File: src/hdl/pfds_pkg.sv
package pfds_pkg;

    localparam int CORDIC_STEPS = 24;

    localparam int MUL_W     = 64;
    localparam int MUL_CNT_W = $clog2(MUL_W);
    localparam int CFG_IDX_W = 4;
    localparam int CFG_DAT_W = 48;
    localparam int STEP_W    = 6;

    localparam logic [CFG_IDX_W-1:0] CFG_ATT_LIN   = 4'd0;
    localparam logic [CFG_IDX_W-1:0] CFG_ATT_ANG   = 4'd1;
    localparam logic [CFG_IDX_W-1:0] CFG_REP_LIN   = 4'd2;
    localparam logic [CFG_IDX_W-1:0] CFG_REP_ANG   = 4'd3;
    localparam logic [CFG_IDX_W-1:0] CFG_START_X   = 4'd4;
    localparam logic [CFG_IDX_W-1:0] CFG_START_Y   = 4'd5;
    localparam logic [CFG_IDX_W-1:0] CFG_LIN_LIMIT = 4'd6;
    localparam logic [CFG_IDX_W-1:0] CFG_ANG_LIMIT = 4'd7;

    localparam logic [47:0] RST_ATT_LIN   = 48'd109951162777600;
    localparam logic [47:0] RST_ATT_ANG   = 48'd329853488333;
    localparam logic [47:0] RST_REP_LIN   = 48'd55;
    localparam logic [47:0] RST_REP_ANG   = 48'd659706976666;
    localparam logic [31:0] RST_START_X   = 32'd327680;
    localparam logic [31:0] RST_START_Y   = 32'd0;
    localparam logic [30:0] RST_LIN_LIMIT = 31'd6554;
    localparam logic [30:0] RST_ANG_LIMIT = 31'd65536;

    // 99999999999.0 in Q48.16
    localparam logic [63:0] INF_REPEL_Q16 = 64'd6553599999934464;

    localparam logic signed [37:0] PI_Q32      = 38'sd13493037705;
    localparam logic signed [37:0] TWO_PI_Q32  = 38'sd26986075409;
    localparam logic signed [37:0] HALF_PI_Q32 = 38'sd6746518852;
    localparam logic [36:0]        TWO_PI_U    = 37'd26986075409;
    localparam logic [29:0]        INV_GAIN_Q30 = 30'd652032874;

    localparam logic [31:0] ATAN_Q30 [32] = '{
        32'd843314856, 32'd497837829, 32'd263043836, 32'd133525158,
        32'd67021686,  32'd33543515,  32'd16775850,  32'd8388437,
        32'd4194282,   32'd2097149,   32'd1048575,   32'd524287,
        32'd262143,    32'd131071,    32'd65535,     32'd32767,
        32'd16383,     32'd8191,      32'd4095,      32'd2047,
        32'd1023,      32'd511,       32'd255,       32'd127,
        32'd63,        32'd31,        32'd15,        32'd7,
        32'd3,         32'd1,         32'd0,         32'd0
    };

    typedef struct packed {
        logic             start;
        logic [MUL_W-1:0] a;
        logic [MUL_W-1:0] b;
    } mul_req_t;

endpackage

File: src/hdl/pfds_serial_mul.sv
module pfds_serial_mul (
    input  logic                          clk,
    input  logic                          rst_n,
    input  pfds_pkg::mul_req_t            req,
    output logic                          done,
    output logic [2*pfds_pkg::MUL_W-1:0]  prod
);
    import pfds_pkg::*;

    logic [MUL_W-1:0]     a_reg;
    logic [MUL_W-1:0]     b_reg;
    logic [MUL_W-1:0]     hi_reg;
    logic [MUL_W-1:0]     lo_reg;
    logic [MUL_CNT_W-1:0] cnt_reg;
    logic                 busy_reg;
    logic                 done_reg;
    logic [MUL_W:0]       sum;

    // one multiplier bit per cycle, LSB first, product shifts right
    assign sum = {1'b0, hi_reg} + (b_reg[0] ? {1'b0, a_reg} : '0);

    always_ff @(posedge clk or negedge rst_n)
    begin
        if (!rst_n)
        begin
            busy_reg <= 1'b0;
            done_reg <= 1'b0;
            cnt_reg  <= '0;
        end
        else
        begin
            done_reg <= 1'b0;
            if (req.start)
            begin
                busy_reg <= 1'b1;
                cnt_reg  <= '0;
            end
            else if (busy_reg)
            begin
                cnt_reg <= cnt_reg + 1'b1;
                if (cnt_reg == MUL_CNT_W'(MUL_W - 1))
                begin
                    busy_reg <= 1'b0;
                    done_reg <= 1'b1;
                end
            end
        end
    end

    always_ff @(posedge clk)
    begin
        if (req.start)
        begin
            a_reg  <= req.a;
            b_reg  <= req.b;
            hi_reg <= '0;
            lo_reg <= '0;
        end
        else if (busy_reg)
        begin
            hi_reg <= sum[MUL_W:1];
            lo_reg <= {sum[0], lo_reg[MUL_W-1:1]};
            b_reg  <= b_reg >> 1;
        end
    end

    assign done = done_reg;
    assign prod = {hi_reg, lo_reg};

endmodule

File: src/hdl/potential_field_drive_step_unit.sv
// Operation: an item passes through 12 products on the bit-serial multiplier,
//   a bit-serial modulo reduction of the angle, CORDIC_STEPS rotation steps
//   and single-step states for range reduction, rounding and clamping.
// Throughput: one item at a time; the next item is taken once the current
//   result sits in the output register.
// Reset: clears control, loads register defaults, goal = start goal, last
//   commands = 0.
module potential_field_drive_step_unit (
    input  logic                             clk,
    input  logic                             rst_n,
    input  logic                             cfg_we,
    input  logic [pfds_pkg::CFG_IDX_W-1:0]   cfg_index,
    input  logic [pfds_pkg::CFG_DAT_W-1:0]   cfg_data,
    input  logic                             in_valid,
    output logic                             in_stall,
    input  logic signed [63:0]               repel_x,
    input  logic signed [63:0]               repel_y,
    input  logic                             repel_y_infinite,
    input  logic [31:0]                      elapsed_time,
    output logic                             out_valid,
    input  logic                             out_stall,
    output logic signed [31:0]               linear_command,
    output logic signed [31:0]               angular_command
);
    import pfds_pkg::*;

    typedef enum logic [3:0] {
        S_IDLE, S_M_LIN, S_M_ANG, S_MOD, S_RANGE, S_M_X, S_M_Y, S_CORD,
        S_ROUND, S_M_SQ, S_M_CUBE, S_M_AGAIN, S_M_RGAIN, S_DIFF, S_OUT
    } state_t;

    function automatic logic [31:0] abs32(input logic [31:0] v);
        return v[31] ? (~v + 1'b1) : v;
    endfunction

    function automatic logic signed [31:0] sat32(input logic signed [64:0] v);
        logic signed [31:0] r;
        if (!v[64] && (|v[63:31]))
            r = 32'sh7FFFFFFF;
        else if (v[64] && !(&v[63:31]))
            r = 32'sh80000000;
        else
            r = v[31:0];
        return r;
    endfunction

    function automatic logic signed [63:0] gain_term(input logic [127:0] p,
                                                     input logic neg);
        logic [62:0] m;
        m = (|p[127:103]) ? '1 : p[102:40];
        return neg ? -$signed({1'b0, m}) : $signed({1'b0, m});
    endfunction

    state_t state_reg;

    logic [47:0]        att_lin_reg, att_ang_reg, rep_lin_reg, rep_ang_reg;
    logic [30:0]        lin_limit_reg, ang_limit_reg;
    logic signed [31:0] goal_x_reg, goal_y_reg;
    logic signed [31:0] last_lin_reg, last_ang_reg;

    logic [63:0]        rx_mag_reg, ry_mag_reg;
    logic               rx_neg_reg, ry_neg_reg;
    logic [31:0]        dur_reg;

    logic [63:0]        theta_reg;
    logic               theta_neg_reg;
    logic [35:0]        rem_reg;
    logic signed [35:0] z_reg;
    logic               flip_reg;
    logic signed [51:0] x_reg, y_reg;
    logic [63:0]        work_reg;
    logic signed [63:0] term_a_reg, term_r_reg;
    logic signed [31:0] lin_res_reg, ang_res_reg;
    logic               axis_reg;
    logic [STEP_W-1:0]  step_reg;
    logic               issued_reg;

    logic               out_valid_reg;
    logic signed [31:0] lin_out_reg, ang_out_reg;

    mul_req_t           mul_req;
    logic               mul_done;
    logic [127:0]       mul_prod;
    logic               is_mul;

    pfds_serial_mul u_mul (
        .clk   (clk),
        .rst_n (rst_n),
        .req   (mul_req),
        .done  (mul_done),
        .prod  (mul_prod)
    );

    logic [31:0] g_sel, g_mag;
    logic        g_neg;
    assign g_sel = axis_reg ? goal_y_reg : goal_x_reg;
    assign g_neg = g_sel[31];
    assign g_mag = abs32(g_sel);

    always_comb
    begin
        mul_req.a = '0;
        mul_req.b = '0;
        is_mul    = 1'b0;
        unique case (state_reg)
            S_M_LIN:
            begin
                is_mul    = 1'b1;
                mul_req.a = {32'd0, abs32(last_lin_reg)};
                mul_req.b = {32'd0, dur_reg};
            end
            S_M_ANG:
            begin
                is_mul    = 1'b1;
                mul_req.a = {32'd0, abs32(last_ang_reg)};
                mul_req.b = {32'd0, dur_reg};
            end
            S_M_X:
            begin
                is_mul    = 1'b1;
                mul_req.a = {32'd0, abs32(goal_x_reg)};
                mul_req.b = {34'd0, INV_GAIN_Q30};
            end
            S_M_Y:
            begin
                is_mul    = 1'b1;
                mul_req.a = {32'd0, abs32(goal_y_reg)};
                mul_req.b = {34'd0, INV_GAIN_Q30};
            end
            S_M_SQ:
            begin
                is_mul    = 1'b1;
                mul_req.a = {32'd0, g_mag};
                mul_req.b = {32'd0, g_mag};
            end
            S_M_CUBE:
            begin
                is_mul    = 1'b1;
                mul_req.a = work_reg;
                mul_req.b = {32'd0, g_mag};
            end
            S_M_AGAIN:
            begin
                is_mul    = 1'b1;
                mul_req.a = {16'd0, axis_reg ? att_ang_reg : att_lin_reg};
                mul_req.b = work_reg;
            end
            S_M_RGAIN:
            begin
                is_mul    = 1'b1;
                mul_req.a = {16'd0, axis_reg ? rep_ang_reg : rep_lin_reg};
                mul_req.b = axis_reg ? ry_mag_reg : rx_mag_reg;
            end
            default:
            begin
                is_mul = 1'b0;
            end
        endcase
        mul_req.start = is_mul && !issued_reg;
    end

    // translation
    logic signed [63:0] lin_prod_s, delta_s;
    logic signed [64:0] gx_trans;
    assign lin_prod_s = last_lin_reg[31] ? -$signed(mul_prod[63:0])
                                         : $signed(mul_prod[63:0]);
    assign delta_s    = lin_prod_s >>> 16;
    assign gx_trans   = $signed({{33{goal_x_reg[31]}}, goal_x_reg})
                      - $signed({delta_s[63], delta_s});

    // modulo 2*pi, one dividend bit per cycle
    logic [36:0] mod_t;
    logic [35:0] mod_next;
    assign mod_t    = {rem_reg, theta_reg[63]};
    assign mod_next = (mod_t >= TWO_PI_U) ? 36'(mod_t - TWO_PI_U) : mod_t[35:0];

    // angle range reduction
    logic signed [37:0] r0, r1, r2, r3, r3_sh;
    logic               flip_c;
    always_comb
    begin
        r0 = theta_neg_reg ? -$signed({2'b00, rem_reg}) : $signed({2'b00, rem_reg});
        r1 = (r0 > PI_Q32) ? r0 - TWO_PI_Q32 : r0;
        r2 = (r1 < -PI_Q32) ? r1 + TWO_PI_Q32 : r1;
        flip_c = 1'b0;
        r3 = r2;
        if (r2 > HALF_PI_Q32)
        begin
            r3 = r2 - PI_Q32;
            flip_c = 1'b1;
        end
        else if (r2 < -HALF_PI_Q32)
        begin
            r3 = r2 + PI_Q32;
            flip_c = 1'b1;
        end
        r3_sh = r3 >>> 2;
    end

    // prescale by 1/K
    logic [31:0]        pre_g;
    logic signed [63:0] pre_v, pre_sh;
    logic signed [51:0] pre_x;
    assign pre_g  = (state_reg == S_M_Y) ? goal_y_reg : goal_x_reg;
    assign pre_v  = pre_g[31] ? -$signed(mul_prod[63:0]) : $signed(mul_prod[63:0]);
    assign pre_sh = pre_v >>> 14;
    assign pre_x  = flip_reg ? -pre_sh[51:0] : pre_sh[51:0];

    // CORDIC step
    logic [4:0]         cidx;
    logic signed [51:0] dx, dy;
    logic signed [35:0] atan_s;
    assign cidx   = step_reg[4:0];
    assign dx     = y_reg >>> cidx;
    assign dy     = x_reg >>> cidx;
    assign atan_s = $signed({4'd0, ATAN_Q30[cidx]});

    // rounding to Q16.16
    logic signed [51:0] xr, yr;
    assign xr = (x_reg + 52'sd32768) >>> 16;
    assign yr = (y_reg + 52'sd32768) >>> 16;

    // difference and clamp
    logic signed [64:0] d65;
    logic signed [63:0] d64, lim64, clamped;
    logic [30:0]        lim_sel;
    always_comb
    begin
        d65 = $signed({term_a_reg[63], term_a_reg}) - $signed({term_r_reg[63], term_r_reg});
        if (d65[64] != d65[63])
            d64 = d65[64] ? 64'sh8000000000000000 : 64'sh7FFFFFFFFFFFFFFF;
        else
            d64 = d65[63:0];
        lim_sel = axis_reg ? ang_limit_reg : lin_limit_reg;
        lim64   = $signed({33'd0, lim_sel});
        if (d64 >= lim64)
            clamped = lim64;
        else if (d64 <= -lim64)
            clamped = -lim64;
        else
            clamped = d64;
    end

    logic out_free;
    assign out_free = !out_valid_reg || !out_stall;

    always_ff @(posedge clk or negedge rst_n)
    begin
        if (!rst_n)
        begin
            state_reg     <= S_IDLE;
            att_lin_reg   <= RST_ATT_LIN;
            att_ang_reg   <= RST_ATT_ANG;
            rep_lin_reg   <= RST_REP_LIN;
            rep_ang_reg   <= RST_REP_ANG;
            lin_limit_reg <= RST_LIN_LIMIT;
            ang_limit_reg <= RST_ANG_LIMIT;
            goal_x_reg    <= RST_START_X;
            goal_y_reg    <= RST_START_Y;
            last_lin_reg  <= '0;
            last_ang_reg  <= '0;
            issued_reg    <= 1'b0;
            axis_reg      <= 1'b0;
            step_reg      <= '0;
            out_valid_reg <= 1'b0;
            lin_out_reg   <= '0;
            ang_out_reg   <= '0;
        end
        else
        begin
            if (out_valid_reg && !out_stall)
                out_valid_reg <= 1'b0;

            if (cfg_we)
            begin
                unique case (cfg_index)
                    CFG_ATT_LIN:   att_lin_reg <= cfg_data;
                    CFG_ATT_ANG:   att_ang_reg <= cfg_data;
                    CFG_REP_LIN:   rep_lin_reg <= cfg_data;
                    CFG_REP_ANG:   rep_ang_reg <= cfg_data;
                    CFG_START_X:   goal_x_reg  <= cfg_data[31:0];
                    CFG_START_Y:   goal_y_reg  <= cfg_data[31:0];
                    CFG_LIN_LIMIT: lin_limit_reg <= cfg_data[30:0];
                    CFG_ANG_LIMIT: ang_limit_reg <= cfg_data[30:0];
                    default: ;
                endcase
            end

            if (is_mul)
            begin
                if (mul_done)
                    issued_reg <= 1'b0;
                else
                    issued_reg <= 1'b1;
            end

            unique case (state_reg)
                S_IDLE:
                begin
                    if (in_valid)
                    begin
                        rx_neg_reg <= repel_x[63];
                        rx_mag_reg <= repel_x[63] ? (~repel_x + 1'b1) : repel_x;
                        if (repel_y_infinite)
                        begin
                            ry_neg_reg <= 1'b0;
                            ry_mag_reg <= INF_REPEL_Q16;
                        end
                        else
                        begin
                            ry_neg_reg <= repel_y[63];
                            ry_mag_reg <= repel_y[63] ? (~repel_y + 1'b1) : repel_y;
                        end
                        dur_reg   <= elapsed_time;
                        axis_reg  <= 1'b0;
                        state_reg <= S_M_LIN;
                    end
                end
                S_M_LIN:
                begin
                    if (mul_done)
                    begin
                        goal_x_reg <= sat32(gx_trans);
                        state_reg  <= S_M_ANG;
                    end
                end
                S_M_ANG:
                begin
                    if (mul_done)
                    begin
                        theta_reg     <= mul_prod[63:0];
                        theta_neg_reg <= !last_ang_reg[31] && (|mul_prod[63:0]);
                        rem_reg       <= '0;
                        step_reg      <= '0;
                        state_reg     <= S_MOD;
                    end
                end
                S_MOD:
                begin
                    rem_reg   <= mod_next;
                    theta_reg <= theta_reg << 1;
                    step_reg  <= step_reg + 1'b1;
                    if (step_reg == '1)
                        state_reg <= S_RANGE;
                end
                S_RANGE:
                begin
                    z_reg     <= r3_sh[35:0];
                    flip_reg  <= flip_c;
                    state_reg <= S_M_X;
                end
                S_M_X:
                begin
                    if (mul_done)
                    begin
                        x_reg     <= pre_x;
                        state_reg <= S_M_Y;
                    end
                end
                S_M_Y:
                begin
                    if (mul_done)
                    begin
                        y_reg     <= pre_x;
                        step_reg  <= '0;
                        state_reg <= S_CORD;
                    end
                end
                S_CORD:
                begin
                    if (!z_reg[35])
                    begin
                        x_reg <= x_reg - dx;
                        y_reg <= y_reg + dy;
                        z_reg <= z_reg - atan_s;
                    end
                    else
                    begin
                        x_reg <= x_reg + dx;
                        y_reg <= y_reg - dy;
                        z_reg <= z_reg + atan_s;
                    end
                    step_reg <= step_reg + 1'b1;
                    if (step_reg == STEP_W'(CORDIC_STEPS - 1))
                        state_reg <= S_ROUND;
                end
                S_ROUND:
                begin
                    goal_x_reg <= sat32({{13{xr[51]}}, xr});
                    goal_y_reg <= sat32({{13{yr[51]}}, yr});
                    state_reg  <= S_M_SQ;
                end
                S_M_SQ:
                begin
                    if (mul_done)
                    begin
                        work_reg  <= mul_prod[63:0];
                        state_reg <= S_M_CUBE;
                    end
                end
                S_M_CUBE:
                begin
                    if (mul_done)
                    begin
                        work_reg  <= mul_prod[95:32];
                        state_reg <= S_M_AGAIN;
                    end
                end
                S_M_AGAIN:
                begin
                    if (mul_done)
                    begin
                        term_a_reg <= gain_term(mul_prod, g_neg);
                        state_reg  <= S_M_RGAIN;
                    end
                end
                S_M_RGAIN:
                begin
                    if (mul_done)
                    begin
                        term_r_reg <= gain_term(mul_prod, axis_reg ? ry_neg_reg : rx_neg_reg);
                        state_reg  <= S_DIFF;
                    end
                end
                S_DIFF:
                begin
                    if (axis_reg)
                    begin
                        ang_res_reg <= clamped[31:0];
                        state_reg   <= S_OUT;
                    end
                    else
                    begin
                        lin_res_reg <= clamped[31:0];
                        axis_reg    <= 1'b1;
                        state_reg   <= S_M_SQ;
                    end
                end
                S_OUT:
                begin
                    if (out_free)
                    begin
                        last_lin_reg  <= lin_res_reg;
                        last_ang_reg  <= ang_res_reg;
                        lin_out_reg   <= lin_res_reg;
                        ang_out_reg   <= ang_res_reg;
                        out_valid_reg <= 1'b1;
                        state_reg     <= S_IDLE;
                    end
                end
                default:
                begin
                    state_reg <= S_IDLE;
                end
            endcase
        end
    end

    assign in_stall        = (state_reg != S_IDLE);
    assign out_valid       = out_valid_reg;
    assign linear_command  = lin_out_reg;
    assign angular_command = ang_out_reg;

    a_out_from_commit: assert property (@(posedge clk) disable iff (!rst_n)
        $rose(out_valid_reg) |-> $past(state_reg == S_OUT))
        else $error("result raised outside commit");

    a_accept_starts: assert property (@(posedge clk) disable iff (!rst_n)
        (in_valid && !in_stall) |=> (state_reg == S_M_LIN))
        else $error("accepted item did not start");

    a_lin_limit: assert property (@(posedge clk) disable iff (!rst_n)
        out_valid_reg |-> (lin_out_reg <= $signed({1'b0, lin_limit_reg}))
                       && (lin_out_reg >= -$signed({1'b0, lin_limit_reg})))
        else $error("linear command beyond limit");

    a_mul_issue: assert property (@(posedge clk) disable iff (!rst_n)
        mul_done |-> is_mul && issued_reg)
        else $error("product done without request");

endmodule
File: config.mk
export PLATFORM = sky130hd
export DESIGN_NAME = potential_field_drive_step_unit
export DESIGN_NICKNAME = d
export VERILOG_FILES = /design/src/hdl/pfds_pkg.sv /design/src/hdl/pfds_serial_mul.sv /design/src/hdl/potential_field_drive_step_unit.sv
export SDC_FILE = /design/constraint.sdc
export NUM_CORES = 2
export LEC_CHECK = 0
export BUFFER_PORTS_ARGS = -buffer_cell sky130_fd_sc_hd__buf_2
export CORE_ASPECT_RATIO = 1.4
export CORE_UTILIZATION = 65
export DETAILED_ROUTE_END_ITERATION = 10
export GPL_TIMING_DRIVEN = 0
export HOLD_SLACK_MARGIN = 0.02
export PLACE_DENSITY = 0.83
export RECOVER_POWER = 100
export SLEW_MARGIN = 20
export SYNTH_ARGS = -nofsm -noshare
export SYNTH_HDL_FRONTEND = slang
export SYNTH_SLANG_ARGS = --single-unit
export TNS_END_PERCENT = 10
File: constraint.sdc
create_clock -name clk -period 25 [get_ports clk]
set_clock_uncertainty 0.1 [all_clocks]
set_input_delay 0 -clock clk [delete_from_list [all_inputs] [get_ports clk]]
set_output_delay 0 -clock clk [all_outputs]
set_load 0.01 [all_outputs]
==> out/summary.log, run 1 <==
INFO  global_routing first_global_vias=117000
INFO  die            die_height=470um
INFO  clocking       max-clock-path-buffers=3
INFO  clocking       cts.sinks=1319
INFO  synthesis      number_of_flops_mapped_to_enable_cells_by_yosys=788
INFO  synthesis      synth-async-reset-ratio=0.306
INFO  global_routing grt_first_pass_wirelength=843000um
INFO  placed_design  post-dp-hpwl=352000um
INFO  placed_design  post-place-cells=13700
INFO  die            start_util=0.655
INFO  placed_design  numPortBuffers=282
INFO  global_routing globalRouteTotalUtil=0.735
INFO  global_routing overflow=859
INFO  clocking       post-cts-setup-buffers=0
INFO  outcome        stop_stage=global routing
INFO  global_routing pin_count_of_the_biggest_net_entering_global_routing=101
INFO  synthesis      synth_ff_type=edfxtp_1
INFO  synthesis      post_synth.cell_area_avg=8.97um2
INFO  clocking       h_tree_level_count=4
INFO  die            top_level_ports=284
INFO  clocking       cts_root_buf=clkbuf_16
INFO  die            rows=171
INFO  clocking       numCtsBuffers=132
INFO  die            die_x=336um
INFO  synthesis      mappedNetlistNets=12000
INFO  clocking       postCtsHoldBufs=553
INFO  clocking       ctsResizeCount=0
INFO  synthesis      netlist-cell-type-count=121
INFO  synthesis      mappedNetlistArea=0.102mm2
INFO  outcome        toolErrorMsg=[ERROR GRT-0116] Global routing finished with congestion. Check the congestion regions in the DRC Viewer.
INFO  synthesis      synthesis.instances=11300
INFO  outcome        run_status=stopped before the end
INFO  synthesis      synth-seq-area-share=0.358
INFO  synthesis      yosysWarningCount=0
INFO  synthesis      ys_seq_elements=1319
INFO  placed_design  globalplace.congestion=1.17
==> per-layer routing <==
layer	GRT overflow	global-route usage
met5	1	0.234
met2	483	0.944
met4	317	0.811
met1	42	0.723
met3	16	0.494
==> cell usage after synthesis, drive strengths merged (62+ instances only) <==
cell / n / share of area
o211ai: 64 / 0.0049
clkbuf: 534 / 0.020
nand2: 1237 / 0.046
o21a: 79 / 0.0058
o31ai: 144 / 0.011
mux4: 64 / 0.014
nor2: 1122 / 0.041
nor3: 201 / 0.0099
or2: 62 / 0.0038
xnor2: 612 / 0.053
nor4: 69 / 0.0046
inv: 240 / 0.0089
o21ai: 844 / 0.042
a21oi: 651 / 0.032
a31oi: 167 / 0.010
or3: 148 / 0.0091
nor2b: 106 / 0.0065
xor2: 487 / 0.042
edfxtp: 788 / 0.23
and3: 141 / 0.0087
nand3: 210 / 0.010
a211oi: 62 / 0.0048
and2: 147 / 0.0090
nand2b: 136 / 0.0084
ha: 438 / 0.054
dfrtp: 345 / 0.085
nand4: 86 / 0.0053
or4: 83 / 0.0062
dfxtp: 128 / 0.025
a21o: 173 / 0.013
buf: 129 / 0.0059
mux2: 443 / 0.049
o22ai: 67 / 0.0041
mux2i: 447 / 0.044
==> logic make-up after synthesis <==
family | Yosys count | synth area share
AO/OA/AOI/OAI | 2750 | 0.171
adder cells (fa/ha/maj) | 456 | 0.0563
XOR/XNOR | 1099 | 0.0952
buffers and inverters | 905 | 0.0345
multiplexers | 954 | 0.107
flip-flops | 1319 | 0.358
AND/OR/NAND/NOR | 3851 | 0.177
==> through the flow <==
stage | utilization | area (um2) | hold slack, ns | worst slack, ns
CTS | 0.751 | 117000 | 0.0340 | 11.26
detailed placement | 0.686 | 106000 | -0.230 | 11.33
global placement | 0.681 | 106000 | 0.0821 | 10.24
floorplan | - | 102000 | -0.396 | 15.34
==> run 2, diff against run 1 <==
Settings changed: CORE_ASPECT_RATIO 1.4 to unset, CORE_UTILIZATION 65 to 40, HOLD_SLACK_MARGIN 0.02 to unset, PLACE_DENSITY 0.83 to unset, PLACE_DENSITY_LB_ADDON set to 0.15.
==> run 2 against run 1 <==
Effect of this change:
- the flow now finishes, with violations (max-capacitance violations, max-slew violations)
- synthesized cell count unchanged
- synthesized area unchanged
==> out/summary.log, run 2 <==
INFO  outcome        run_status=finished, violations left
INFO  outcome        failed_checks=max-capacitance violations, max-slew violations
INFO  synthesis      synth_largest_area_cell=edfxtp_1
INFO  die            rows=184 [+7.6%]
INFO  layout         finish.instance_area=0.119mm2
INFO  setup_path     critPathKind=reg2reg
INFO  sta            tightestPinTransition=5.41ns
INFO  die            die_height=506um [+7.7%]
INFO  placed_design  globalplace.congestion=1.04 [-11%]
INFO  drt            total_iterations_of_the_first_detailed_routing_run=10
INFO  synthesis      netlist-cell-type-count=121 [unchanged]
INFO  clocking       tritoncts=built
INFO  die            start_util=0.403 [-0.252]
INFO  global_routing globalRouteTotalUtil=0.384
INFO  synthesis      fraction_of_synthesized_cell_area_taken_by_the_top_area_cell_type=0.233 [unchanged]
INFO  setup_path     r2r_setup_slack=8.68ns
INFO  layout         mostFrequentLayoutCells=nand2_1 (1237), nor2_1 (1120), o21ai_0 (821), edfxtp_1 (788), clkbuf_1 (733)
INFO  synthesis      ys_seq_elements=1319 [unchanged]
INFO  sta            grt_setup_unrepaired=no
INFO  clocking       numCtsBuffers=158 [+20%]
INFO  setup_path     crit_path_max_fanout=10
INFO  clocking       cts.sinks=1319 [unchanged]
INFO  synthesis      synth-seq-area-share=0.358 [unchanged]
INFO  setup_path     cp_data_arrival_time=16.73ns
INFO  drt            vias=98400
INFO  global_routing first_global_vias=93900
INFO  die            die_area=0.256mm2
INFO  die            die_x=506um [+51%]
INFO  sta            min_period_over_period=0.653
INFO  sta            report.final.setup_viol=0
INFO  synthesis      synth_top_cells_by_area=edfxtp_1 (23%), dfrtp_1 (8.5%), ha_1 (5.4%)
INFO  clocking       h_tree_level_count=4 [unchanged]
INFO  sta            totalNegativeSetupSlack=0ns
INFO  setup_path     path_common_cell=clkbuf_1
INFO  run            maxCapViolCount=38
INFO  synthesis      mappedNetlistNets=12000 [unchanged]
INFO  min_path       holdCritPathClass=in2reg
INFO  die            top_level_ports=284 [unchanged]
INFO  global_routing pin_count_of_the_biggest_net_entering_global_routing=101
INFO  synthesis      synthesis.instances=11300 [unchanged]
INFO  drt            detail_route.iter0.violations=11100
INFO  synthesis      synth-async-reset-ratio=0.306 [unchanged]
INFO  setup_path     critical-path-slowest-cell=mux2i_1
INFO  sta            fmax=0.0613GHz
INFO  setup_path     critPathCaptureType=register
INFO  pwr            power_density=128mW/mm2
INFO  drt            detail_route.vias_per_cell=6.20
INFO  layout         register_area=0.0364mm2
INFO  layout         multi_input_area=0.0619mm2
INFO  synthesis      number_of_flops_mapped_to_enable_cells_by_yosys=788 [unchanged]
INFO  placed_design  numPortBuffers=282 [unchanged]
INFO  layout         syn2layout_area_growth=16.7%
INFO  setup_path     setup.worst_path.start_class=register
INFO  pwr            ir_drop=0.0931mV
INFO  synthesis      post_synth_most_frequent_cells=nand2_1 (1237), nor2_1 (1121), o21ai_0 (817)
INFO  synthesis      yosysMostFrequentCell=nand2_1
INFO  global_routing antenna_violations_before_repair=45
INFO  sta            hold_slack=0.0701ns
INFO  drt            wire_per_inst=31.9um
INFO  synthesis      mappedNetlistArea=0.102mm2 [unchanged]
INFO  die            fp.coreArea=0.252mm2
INFO  layout         final_common_cell=nand2_1
INFO  sta            timing.final.max_slew_violations=1142
INFO  drt            ant_nets=0
INFO  synthesis      synth_ff_type=edfxtp_1
INFO  clocking       clock_insertion_delay_worst_skew=0.89ns
INFO  drt            drc_errors=0
INFO  clocking       clk_pin_slew_worst_paths=0.06ns
INFO  layout         finish.utilization=0.471
INFO  synthesis      yosysWarningCount=0 [unchanged]
INFO  layout         final_layout_size_suffix_gt1_frac=0.0936
INFO  placed_design  instance_area_after_placement=0.108mm2 [+1.9%]
INFO  global_routing overflow=0
INFO  placed_design  post-dp-hpwl=401000um [+14%]
INFO  setup_path     cp.required=25.40ns
INFO  sta            timing.max_slew.rel_slack=-2.60
INFO  layout         nNetsFinal=13000
INFO  pwr            reported_leakage_power=0.0466uW
INFO  drt            routed_wirelength=507000um
INFO  clocking       cts_root_buf=clkbuf_16
INFO  clocking       ctsResizeCount=0 [unchanged]
INFO  global_routing grt_first_pass_wirelength=705000um
INFO  sta            hold_violations=0
INFO  sta            timing.final.crit_period=16.32ns
INFO  clocking       max-clock-path-buffers=3 [unchanged]
INFO  layout         fillers=24200
INFO  setup_path     critPathMaxStageDelay=1.36ns
INFO  synthesis      post_synth.cell_area_avg=8.97um2 [unchanged]
[run 2: routing by layer]
metal / vias up / share of wire / wire length [um] / track usage
met5: - / 0.00017 / 87 / 0
met4: 14 / 0.073 / 37300 / 0.239
met3: 1082 / 0.092 / 46400 / 0.0785
met2: 5041 / 0.44 / 222000 / 0.598
met1: 48800 / 0.40 / 201000 / 0.488
li1: 43500 / - / - / -
[run 2: final timing paths]
kind,start,endpoint,depth (start not counted)
min in group asynchronous,rst_n,rep_ang_reg[32]$_DFFE_PN1P_,3
worst min-delay path,cfg_data[0],goal_y_reg[0]$_DFFE_PN0P_,4
worst min register to register,lin_res_reg[1]$_DFFE_PP_,linear_command[1]$_DFFE_PN0P_,2
max in group asynchronous,rst_n,att_lin_reg[7]$_DFFE_PN0P_,6
worst max register to register,axis_reg$_DFFE_PN0P_,lin_res_reg[15]$_DFFE_PP_,32
worst max-delay path,axis_reg$_DFFE_PN0P_,lin_res_reg[15]$_DFFE_PP_,32
[run 2: power breakdown]
| part | switching [uW] | internal [uW] | leakage, uW |
|---|---|---|---|
| logic | 6030 | 3170 | 0.0306 |
| registers | 598 | 2950 | 0.0133 |
| clock network | 1080 | 1400 | 0.00264 |
| total | 7710 | 7530 | 0.0466 |
[run 2: worst max-delay path: cells and delay by family (launching register included)]
kind	cells	cell delay (ns)
flip-flops	1	0.39
buffers and inverters	13	10.05
AND/OR/NAND/NOR	6	0.66
multiplexers	1	1.36
adder cells (fa/ha/maj)	1	0.26
AO/OA/AOI/OAI	11	3.02
[run 2: cells by family (layout without fill, tap and decap cells)]
group	count (synthesis)	after routing	synth area share
other cells	0	15	0
buf+inv	905	2087	0.0345
compound gates	2750	2750	0.171
xor+xnor	1099	1099	0.0952
flops	1319	1319	0.358
simple gates	3851	3851	0.177
mux	954	954	0.107
fa+ha+maj	456	456	0.0563
[run 2: cell type report]
type / instances / area share
inverter: 242 / 0.00766
antenna: 15 / 0.000316
tap: 3348 / 0.0353
clock inverter: 85 / 0.0103
timing repair buffer: 887 / 0.0606
multi-input combinational: 9110 / 0.521
buffer: 663 / 0.0218
sequential: 1319 / 0.307
clock buffer: 210 / 0.0363
[run 2: timing repair]
item | 4_1_cts | 5_1_grt
endpoints found under the hold margin | 764 | 0
setup endpoints to repair | 0 | 0
setup buffers | 0 | 0
hold buffers | 560 | 0
[run 2: metrics by stage]
stage / worst slack, ns / std cells / total power, uW
2_1_floorplan: 15.34 / 11300 / 9060
4_1_cts: 10.75 / 15900 / 15000
3_3_place_gp: 9.38 / 15000 / 12300
6_report: 8.68 / 15900 / 15200
5_1_grt: 8.59 / 15900 / 15900
3_5_place_dp: 10.75 / 15000 / 12400
(Power assumes the default switching activity.)
